`src/rtl/core/expression_char_tokenizer_top_defines.svh`:
```
// Assertion macros used by the expression tokenizer back end.
// Expects i_clk and i_rst_n in the scope where a macro is used.
`ifndef EXPRESSION_CHAR_TOKENIZER_TOP_DEFINES_SVH
`define EXPRESSION_CHAR_TOKENIZER_TOP_DEFINES_SVH

// Same-cycle implication, checked outside reset.
`define ETOK_ASSERT_NOW(lbl, ante, cons, msg) \
    lbl: assert property (@(posedge i_clk) disable iff (!i_rst_n) (ante) |-> (cons)) \
        else $error(msg);

// Next-cycle implication, checked outside reset.
`define ETOK_ASSERT_NEXT(lbl, ante, cons, msg) \
    lbl: assert property (@(posedge i_clk) disable iff (!i_rst_n) (ante) |=> (cons)) \
        else $error(msg);

`endif

```
`src/rtl/core/etok_pkg.sv`:
```
// Types, codes and helper functions of the expression tokenizer.
// No dependencies; used by the front, back and top modules.
package etok_pkg;

    localparam int POS_BITS = 16;
    localparam int EPOS_W   = 16;
    localparam int QCNT_W   = 2;
    localparam logic [QCNT_W-1:0] QDEPTH = 2'd2;

    typedef enum logic [3:0] {
        CLS_SPACE,
        CLS_LT,
        CLS_MINUS,
        CLS_HASH,
        CLS_DOT,
        CLS_OPEN,
        CLS_CLOSE,
        CLS_COMMA,
        CLS_DIGIT,
        CLS_LETTER,
        CLS_OTHER
    } t_cls;

    typedef enum logic [2:0] {
        MODE_IDLE,
        MODE_LT,
        MODE_VAR,
        MODE_NUM,
        MODE_FUNC
    } t_mode;

    localparam logic [2:0] KIND_NONE  = 3'd0;
    localparam logic [2:0] KIND_ARROW = 3'd1;
    localparam logic [2:0] KIND_OPEN  = 3'd2;
    localparam logic [2:0] KIND_CLOSE = 3'd3;
    localparam logic [2:0] KIND_COMMA = 3'd4;
    localparam logic [2:0] KIND_VAR   = 3'd5;
    localparam logic [2:0] KIND_NUM   = 3'd6;
    localparam logic [2:0] KIND_FUNC  = 3'd7;

    typedef struct packed {
        t_cls cls;
        logic last;
    } t_cls_item;

    typedef struct packed {
        logic [2:0]        kind;
        logic              start;
        logic              err;
        logic [EPOS_W-1:0] epos;
        logic              last;
    } t_result;

    typedef struct packed {
        logic [2:0] kind;
        logic       start;
        t_mode      mode;
        logic       err;
    } t_begin;

    function automatic t_cls classify(input logic [7:0] c);
        t_cls cls;
        if (c == 8'h20) cls = CLS_SPACE;
        else if (c == 8'h3C) cls = CLS_LT;
        else if (c == 8'h2D) cls = CLS_MINUS;
        else if (c == 8'h23) cls = CLS_HASH;
        else if (c == 8'h2E) cls = CLS_DOT;
        else if (c == 8'h28) cls = CLS_OPEN;
        else if (c == 8'h29) cls = CLS_CLOSE;
        else if (c == 8'h2C) cls = CLS_COMMA;
        else if (c inside {[8'h30:8'h39]}) cls = CLS_DIGIT;
        else if (c inside {[8'h41:8'h5A], [8'h61:8'h7A]}) cls = CLS_LETTER;
        else cls = CLS_OTHER;
        return cls;
    endfunction

    // Token opened by a character from the between-tokens position.
    function automatic t_begin begin_token(input t_cls cls);
        t_begin b;
        b.kind  = KIND_NONE;
        b.start = 1'b1;
        b.mode  = MODE_IDLE;
        b.err   = 1'b0;
        case (cls)
            CLS_SPACE: b.start = 1'b0;
            CLS_LT: begin
                b.kind = KIND_ARROW;
                b.mode = MODE_LT;
            end
            CLS_OPEN:  b.kind = KIND_OPEN;
            CLS_CLOSE: b.kind = KIND_CLOSE;
            CLS_COMMA: b.kind = KIND_COMMA;
            CLS_HASH: begin
                b.kind = KIND_VAR;
                b.mode = MODE_VAR;
            end
            CLS_MINUS, CLS_DIGIT: begin
                b.kind = KIND_NUM;
                b.mode = MODE_NUM;
            end
            CLS_LETTER: begin
                b.kind = KIND_FUNC;
                b.mode = MODE_FUNC;
            end
            default: b.err = 1'b1;
        endcase
        return b;
    endfunction

endpackage

```
`src/rtl/core/etok_front.sv`:
```
// Front end: classifies each incoming character and queues it for the back end.
// Depends on etok_pkg.
module etok_front (
    input  logic               i_clk,
    input  logic               i_rst_n,
    input  logic               push,
    output logic               full,
    input  logic [7:0]         i_char_in,
    input  logic               i_last_char,
    output logic               o_cls_empty,
    output etok_pkg::t_cls_item o_cls_item,
    input  logic               i_cls_pop
);
    import etok_pkg::*;

    t_cls_item           r_mem [QDEPTH];
    logic                r_wptr, n_wptr;
    logic                r_rptr, n_rptr;
    logic [QCNT_W-1:0]   r_count, n_count;
    logic                wr_en, rd_en;

    assign full        = (r_count == QDEPTH);
    assign o_cls_empty = (r_count == '0);
    assign wr_en       = push && !full;
    assign rd_en       = i_cls_pop && !o_cls_empty;
    assign o_cls_item  = r_mem[r_rptr];

    always_comb begin
        n_wptr  = wr_en ? ~r_wptr : r_wptr;
        n_rptr  = rd_en ? ~r_rptr : r_rptr;
        n_count = r_count + QCNT_W'(wr_en) - QCNT_W'(rd_en);
    end

    always_ff @(posedge i_clk) begin
        if (!i_rst_n) begin
            r_wptr  <= 1'b0;
            r_rptr  <= 1'b0;
            r_count <= '0;
        end else begin
            r_wptr  <= n_wptr;
            r_rptr  <= n_rptr;
            r_count <= n_count;
        end
    end

    always_ff @(posedge i_clk) begin
        if (wr_en) begin
            r_mem[r_wptr] <= '{cls: classify(i_char_in), last: i_last_char};
        end
    end

endmodule

```
`src/rtl/core/etok_back.sv`:
```
// Back end: token state machine over classified characters, with a result queue.
// Depends on etok_pkg and the assertion macros header.
`include "expression_char_tokenizer_top_defines.svh"

module etok_back (
    input  logic                i_clk,
    input  logic                i_rst_n,
    input  logic                i_cls_empty,
    input  etok_pkg::t_cls_item i_cls_item,
    output logic                o_cls_pop,
    output logic                empty,
    input  logic                pop,
    output etok_pkg::t_result   o_result
);
    import etok_pkg::*;

    t_mode               r_mode, n_mode;
    logic                r_seen_dot, n_seen_dot;
    logic                r_ends_dot, n_ends_dot;
    logic [POS_BITS-1:0] r_pos, n_pos;
    logic                r_err_latched, n_err_latched;

    t_result             r_mem [QDEPTH];
    logic                r_wptr, r_rptr;
    logic [QCNT_W-1:0]   r_count;

    logic                out_full, step, rd_en;
    t_begin              bt;
    t_result             res;
    logic                tok_err, end_err;
    logic [2:0]          tok_kind;
    logic                tok_start;
    t_mode               tok_mode;
    logic                tok_seen, tok_ends;

    assign out_full  = (r_count == QDEPTH);
    assign empty     = (r_count == '0);
    assign step      = !i_cls_empty && !out_full;
    assign o_cls_pop = step;
    assign rd_en     = pop && !empty;
    assign o_result  = r_mem[r_rptr];
    assign bt        = begin_token(i_cls_item.cls);

    always_ff @(posedge i_clk) begin
        if (!i_rst_n) begin
            r_mode        <= MODE_IDLE;
            r_seen_dot    <= 1'b0;
            r_ends_dot    <= 1'b0;
            r_pos         <= '0;
            r_err_latched <= 1'b0;
        end else begin
            r_mode        <= n_mode;
            r_seen_dot    <= n_seen_dot;
            r_ends_dot    <= n_ends_dot;
            r_pos         <= n_pos;
            r_err_latched <= n_err_latched;
        end
    end

    always_comb begin
        tok_kind  = KIND_NONE;
        tok_start = 1'b0;
        tok_err   = 1'b0;
        tok_mode  = r_mode;
        tok_seen  = r_seen_dot;
        tok_ends  = r_ends_dot;

        case (r_mode)
            MODE_LT: begin
                if (i_cls_item.cls == CLS_MINUS) begin
                    tok_kind = KIND_ARROW;
                    tok_mode = MODE_IDLE;
                end else begin
                    tok_err = 1'b1;
                end
            end
            MODE_VAR: begin
                if (i_cls_item.cls == CLS_DIGIT) begin
                    tok_kind = KIND_VAR;
                end else begin
                    tok_kind  = bt.kind;
                    tok_start = bt.start;
                    tok_err   = bt.err;
                    tok_mode  = bt.mode;
                end
            end
            MODE_NUM: begin
                if (i_cls_item.cls == CLS_DIGIT) begin
                    tok_kind = KIND_NUM;
                    tok_ends = 1'b0;
                end else if (i_cls_item.cls == CLS_DOT) begin
                    if (r_seen_dot) begin
                        tok_err = 1'b1;
                    end else begin
                        tok_kind = KIND_NUM;
                        tok_seen = 1'b1;
                        tok_ends = 1'b1;
                    end
                end else if (r_ends_dot || i_cls_item.cls == CLS_MINUS
                             || i_cls_item.cls == CLS_LETTER) begin
                    tok_err = 1'b1;
                end else begin
                    tok_kind  = bt.kind;
                    tok_start = bt.start;
                    tok_err   = bt.err;
                    tok_mode  = bt.mode;
                end
            end
            MODE_FUNC: begin
                if (i_cls_item.cls == CLS_LETTER || i_cls_item.cls == CLS_DIGIT) begin
                    tok_kind = KIND_FUNC;
                end else if (i_cls_item.cls == CLS_HASH) begin
                    tok_err = 1'b1;
                end else begin
                    tok_kind  = bt.kind;
                    tok_start = bt.start;
                    tok_err   = bt.err;
                    tok_mode  = bt.mode;
                end
            end
            default: begin
                tok_kind  = bt.kind;
                tok_start = bt.start;
                tok_err   = bt.err;
                tok_mode  = bt.mode;
            end
        endcase

        // a fresh number starts with no dot
        if (r_mode != MODE_NUM && tok_mode == MODE_NUM) begin
            tok_seen = 1'b0;
            tok_ends = 1'b0;
        end
        if (r_mode == MODE_NUM && tok_mode == MODE_NUM && tok_start) begin
            tok_seen = 1'b0;
            tok_ends = 1'b0;
        end

        // unfinished arrow or trailing dot at end of string
        end_err = !tok_err && i_cls_item.last
                  && (tok_mode == MODE_LT || (tok_mode == MODE_NUM && tok_ends));

        res.last = i_cls_item.last;
        if (r_err_latched) begin
            res.kind  = KIND_NONE;
            res.start = 1'b0;
            res.err   = 1'b0;
            res.epos  = '0;
        end else if (tok_err || end_err) begin
            res.kind  = KIND_NONE;
            res.start = 1'b0;
            res.err   = 1'b1;
            res.epos  = end_err ? EPOS_W'(r_pos + POS_BITS'(1)) : EPOS_W'(r_pos);
        end else begin
            res.kind  = tok_kind;
            res.start = tok_start;
            res.err   = 1'b0;
            res.epos  = '0;
        end

        n_mode        = r_mode;
        n_seen_dot    = r_seen_dot;
        n_ends_dot    = r_ends_dot;
        n_pos         = r_pos;
        n_err_latched = r_err_latched;
        if (step) begin
            if (i_cls_item.last) begin
                n_mode        = MODE_IDLE;
                n_seen_dot    = 1'b0;
                n_ends_dot    = 1'b0;
                n_pos         = '0;
                n_err_latched = 1'b0;
            end else if (!r_err_latched) begin
                n_mode        = tok_mode;
                n_seen_dot    = tok_seen;
                n_ends_dot    = tok_ends;
                n_pos         = r_pos + POS_BITS'(1);
                n_err_latched = tok_err;
            end
        end
    end

    // result queue
    always_ff @(posedge i_clk) begin
        if (!i_rst_n) begin
            r_wptr  <= 1'b0;
            r_rptr  <= 1'b0;
            r_count <= '0;
        end else begin
            if (step) r_wptr <= ~r_wptr;
            if (rd_en) r_rptr <= ~r_rptr;
            r_count <= r_count + QCNT_W'(step) - QCNT_W'(rd_en);
        end
    end

    always_ff @(posedge i_clk) begin
        if (step) begin
            r_mem[r_wptr] <= res;
        end
    end

    `ETOK_ASSERT_NOW(a_err_clears_kind, step && res.err,
        res.kind == KIND_NONE && !res.start, "error result carries a token kind")
    `ETOK_ASSERT_NOW(a_quiet_after_err, step && r_err_latched,
        !res.err && res.epos == '0, "error reported while input is ignored")
    `ETOK_ASSERT_NOW(a_count_bound, 1'b1, r_count <= QDEPTH, "result queue overflow")
    `ETOK_ASSERT_NEXT(a_last_clears, step && i_cls_item.last,
        r_pos == '0 && !r_err_latched && r_mode == MODE_IDLE,
        "string state not cleared after last character")

endmodule

```
`src/rtl/core/expression_char_tokenizer_top.sv`:
```
// Expression character tokenizer, one character in and one result out per word.
// Channels: input queue with push/full; result queue with empty/pop.
// Each accepted character gives exactly one result word: token kind, token
// start mark, error flag with position, and the echoed last flag.
// A character is classified as it enters the front queue; one step of the
// token state machine then writes its result into the result queue, from
// which it shows on the result ports.
// Throughput: one character per cycle while the receiver pops results;
// both queues hold two words, so streaming keeps full low.
// Reset: synchronous, active low; clears both queues and the string state.
// Receiver stall: results collect in the result queue; once it fills the
// state machine holds, the front queue fills, and full rises.
// After an error the rest of the string up to the last flag gives empty
// results; the last flag always returns the state to the start of a string.
// Depends on etok_pkg, etok_front and etok_back.
module expression_char_tokenizer_top (
    input  logic        i_clk,
    input  logic        i_rst_n,
    input  logic        push,
    output logic        full,
    input  logic [7:0]  i_char_in,
    input  logic        i_last_char,
    output logic        empty,
    input  logic        pop,
    output logic [2:0]  o_token_kind,
    output logic        o_token_start,
    output logic        o_error_flag,
    output logic [15:0] o_error_pos,
    output logic        o_last_out
);
    import etok_pkg::*;

    logic      cls_empty;
    logic      cls_pop;
    t_cls_item cls_item;
    t_result   result;

    etok_front u_front (
        .i_clk       (i_clk),
        .i_rst_n     (i_rst_n),
        .push        (push),
        .full        (full),
        .i_char_in   (i_char_in),
        .i_last_char (i_last_char),
        .o_cls_empty (cls_empty),
        .o_cls_item  (cls_item),
        .i_cls_pop   (cls_pop)
    );

    etok_back u_back (
        .i_clk       (i_clk),
        .i_rst_n     (i_rst_n),
        .i_cls_empty (cls_empty),
        .i_cls_item  (cls_item),
        .o_cls_pop   (cls_pop),
        .empty       (empty),
        .pop         (pop),
        .o_result    (result)
    );

    assign o_token_kind  = result.kind;
    assign o_token_start = result.start;
    assign o_error_flag  = result.err;
    assign o_error_pos   = result.epos;
    assign o_last_out    = result.last;

endmodule
```
`config.mk`:
```
export PLATFORM = sky130hd
export DESIGN_NAME = expression_char_tokenizer_top
export DESIGN_NICKNAME = d
export VERILOG_FILES = /design/src/rtl/core/etok_pkg.sv /design/src/rtl/core/etok_front.sv /design/src/rtl/core/etok_back.sv /design/src/rtl/core/expression_char_tokenizer_top.sv
export VERILOG_INCLUDE_DIRS = /design/src /design/src/rtl/core
export SDC_FILE = /design/constraint.sdc
export NUM_CORES = 1
export LEC_CHECK = 0
export BUFFER_PORTS_ARGS = -buffer_cell sky130_fd_sc_hd__buf_2
export CORE_MARGIN = 2
export CORE_UTILIZATION = 25
export DETAILED_ROUTE_END_ITERATION = 10
export PLACE_DENSITY = 0.38
export SLEW_MARGIN = 20
export SYNTH_ARGS = -nofsm -noshare
export SYNTH_HDL_FRONTEND = slang
export SYNTH_SLANG_ARGS = --single-unit
export TNS_END_PERCENT = 30
```
`constraint.sdc`:
```
create_clock -name i_clk -period 2.55 [get_ports i_clk]
set_clock_uncertainty 0.05 [all_clocks]
set_input_delay 0.51 -clock i_clk [delete_from_list [all_inputs] [get_ports i_clk]]
set_output_delay 0.51 -clock i_clk [all_outputs]
set_load 0.01 [all_outputs]
```
==> reports/summary.txt <==
Hold Crit Class: input pin to flip-flop
Top FF cell, synth: edfxtp_1
Status: complete, but fails checks
Critical-path cell list: buf_4 > buf_4 > mux2_2 > nor2_1 > a22oi_1 > and3_1 > buf_4 > a211oi_2 > buf_4 > nand3_2 > o221ai_2
Final setup fails: 36
Final Critical Period: 2680 ps
Seq/Total Area, Yosys: 0.430
Fill cells: 2142
Critical Path Stages: 11
Fin cells: 964
Placed Instances: 914
Endpoints failing hold: 0
Worst path buffer plus inverter count: 4
Area leader, netlist: edfxtp_1
Crit path launch type: flip-flop
Cells on worst reg2reg path: 11
Die W: 149 um
Max Slew Vio Count: 0
Crit. End Element: flip-flop
Initial core utilization: 0.253
Switch Pwr: 2.65 mW
DR WL/cell: 16.1 um
Clk root buf: clkbuf_16
Arr. time, crit path: 2800 ps
Area contributors post-synth: edfxtp_1, dfxtp_1, mux2_2
Die height: 149 um
PD cells: 942 mW/mm^2
Mapped Area: 0.00527 mm^2
Routed met3 length: 606 um
Max Freq: 0.372 GHz
Post-DP HPWL: 10.9 mm
Total power: 6.82 mW
Die ar.: 0.0222 mm^2
Seq pwr share: 0.297
H-tree level count: 3
Period utilization: 1.05
Total CTS buffers: 9
Total Negative Setup Slacks: -1960 ps
Slowest stage cell, crit path: edfxtp_1
Most frequent cells in the layout: buf_4, edfxtp_1, nand2_1
Total number of vias: 4676
Worst EP required: 2670 ps
Clock latency on the worst-skew pair: 340 ps
Post-synth EDFFs: 54
Max Fanout on Critical Path: 8
Core area: 0.0208 mm^2
Clk pwr share: 0.184
Total Nets Final: 702
RSZ-0062 raised after global routing: yes
Most common cell after layout, fill and taps aside: buf_4
Share of cells above drive strength 1: 0.376
Worst-margin pin slew: 746 ps
Total congestion overflow: 0
Final worst-path setup slack: -135 ps
Syn_nets: 570
TritonRoute pass-1 iters: 4
Worst path max stage delay: 440 ps
Clk slew on worst S/H paths: 70 ps
Vias/cell: 4.85
Most frequent cell on the critical path: buf_4
Synth async-reset ratio: 0
Pleak: 2.61 nW
First-pass GRT wire length: 24.9 mm
Number of diodes: 0
Synth warn: 0
Max cap viols: 0
M1 WL: 7.74 mm
Final ANT Viol Nets: 0
Comb power frac: 0.519
DRC violations left: 0
IO buf count: 36
Syn Inst Count: 552
Met2 wire len: 6.87 mm
Clock tree from TritonCTS: built
P_int: 4.17 mW
Io pins: 37
Yosys cell types: 73
Gpl congestion: 0.855
Failing checks: setup timing
Synth Register Bits: 86
Switch share: 0.389
CP top delay family: buffers and inverters
DRT iter0 DRCs: 356
Uppermost layer routed: met4
Routed WL: 15.5 mm
Area Growth Syn to Fin: 37.4%
Number of cells on the worst hold path: 1
Largest net degree at the start of global routing: 31
Share of the synthesized area in the top cell type: 0.308
Vias in the first global route: 4658
Clock Sinks: 86
Maximum VDD drop: 0.445 mV
Initial antenna violation count: 0
Slew margin rel.: 0.503
Synthesized area per cell: 9.54 um^2
Tot GR Track Use: 0.143
Site row count: 53
Maximum clock insertion buffer count: 2
Crit path kind: flip-flop to flip-flop
sequential cells by signal, summed over array words and instances, names as in the netlist, named ones only:
| register | flops |
|---|---|
| u_back.r_err_latched | 1 |
| u_back.r_mem | 44 |
| u_back.r_ends_dot | 1 |
| u_front.r_wptr | 1 |
| u_back.r_seen_dot | 1 |
| u_back.r_count | 2 |
| u_back.r_wptr | 1 |
| u_front.r_rptr | 1 |
| u_back.r_pos | 16 |
| u_back.r_mode | 3 |
| u_front.r_count | 2 |
| u_back.r_rptr | 1 |
| u_front.r_mem | 10 |
synth_stat cells (all sizes together) (3+ instances only):
master   count
nand3       20
o21a         7
nand4       15
buf         20
ha           5
mux2        25
o21ai       20
or3          4
nor4b        4
nand2       40
xnor2        9
a21o         5
nor3        30
nand2b       9
and3         6
o22ai        4
o211ai       8
nand4bb      3
a22oi        7
inv         24
nor4         6
edfxtp      54
a21oi       35
a2bb2oi      4
nand4b       3
mux2i        5
nor2b       25
dfxtp       32
clkbuf      15
a31oi        7
a211oi       9
o32ai        5
and2        15
nor2        40
nor3b        4
final timing paths:
kind                                       start                             end  slack, ps
hold / removal                       i_last_char   u_front.r_mem[0][0]$_DFFE_PP_        310
setup / recovery   u_front.r_mem[0][4]$_DFFE_PP_    u_back.r_mem[0][6]$_DFFE_PP_       -130
setup reg to reg   u_front.r_mem[0][4]$_DFFE_PP_    u_back.r_mem[0][6]$_DFFE_PP_       -130
hold reg to reg   u_back.r_ends_dot$_SDFFE_PN0P_  u_back.r_ends_dot$_SDFFE_PN0P_        420
worst register-to-register path, cell delays in order, from the launching register on:
cell	delay, ps
edfxtp_1	440
buf_4	180
buf_4	130
mux2_2	310
nor2_1	110
a22oi_1	100
and3_1	220
buf_4	140
a211oi_2	260
buf_4	210
nand3_2	130
o221ai_2	230
power by group through the flow:
stage,sequential (mW),clock [mW],combinational (mW)
6_report,2.02,1.26,3.54
2_1_floorplan,2.01,0,1.93
5_1_grt,2.06,1.35,3.87
3_5_place_dp,2.06,0,3.01
4_1_cts,2.03,1.31,3.47
3_3_place_gp,2.05,0,3.00
routing by layer:
layer,GRT usage,up-vias
met2,0.221,101
met4,0.0490,0
met3,0.0278,20
li1,-,2322
met5,0,-
met1,0.199,2233
cells by family (layout without fill, tap and decap cells):
kind of cell | count (synthesis) | count (layout) | share of synthesized area
mux | 30 | 30 | 0.0698
fa+ha+maj | 5 | 5 | 0.0119
flops | 86 | 86 | 0.430
buf+inv | 59 | 196 | 0.0573
compound gates | 132 | 132 | 0.177
simple gates | 231 | 231 | 0.239
xor+xnor | 9 | 9 | 0.0150
per-stage QoR:
step / hold slack, ps / utilization / setup slack, ps / instance area [um^2]
4_1_cts: 296 / 0.340 / -72.0 / 7090
3_5_place_dp: 410 / 0.301 / -338 / 6270
6_report: 310 / 0.347 / -135 / 7240
5_1_grt: 314 / 0.347 / -236 / 7240
2_1_floorplan: 452 / - / 128 / 5270
3_3_place_gp: 403 / 0.301 / -301 / 6260
final cells by class:
| cell class | instances | area (um^2) | area share |
|---|---|---|---|
| Timing Repair Buffer | 156 | 1220 | 0.168 |
| Multi-Input combinational cell | 407 | 3040 | 0.420 |
| Tap cell | 275 | 344 | 0.0476 |
| Clock inverter | 7 | 57.6 | 0.00795 |
| Inverter | 24 | 90.1 | 0.0125 |
| Sequential cell | 86 | 2260 | 0.313 |
| Clock buffer | 9 | 225 | 0.0311 |
repair_timing:
item                                    4_1_cts  5_1_grt
gates cloned                                  4        1
setup buffers                                26        7
pin swaps                                    38       19
gates resized for setup                      56       18
hold buffers                                  0        0
endpoints found under the setup margin       42       44
Power figures use the tool's default switching activity.
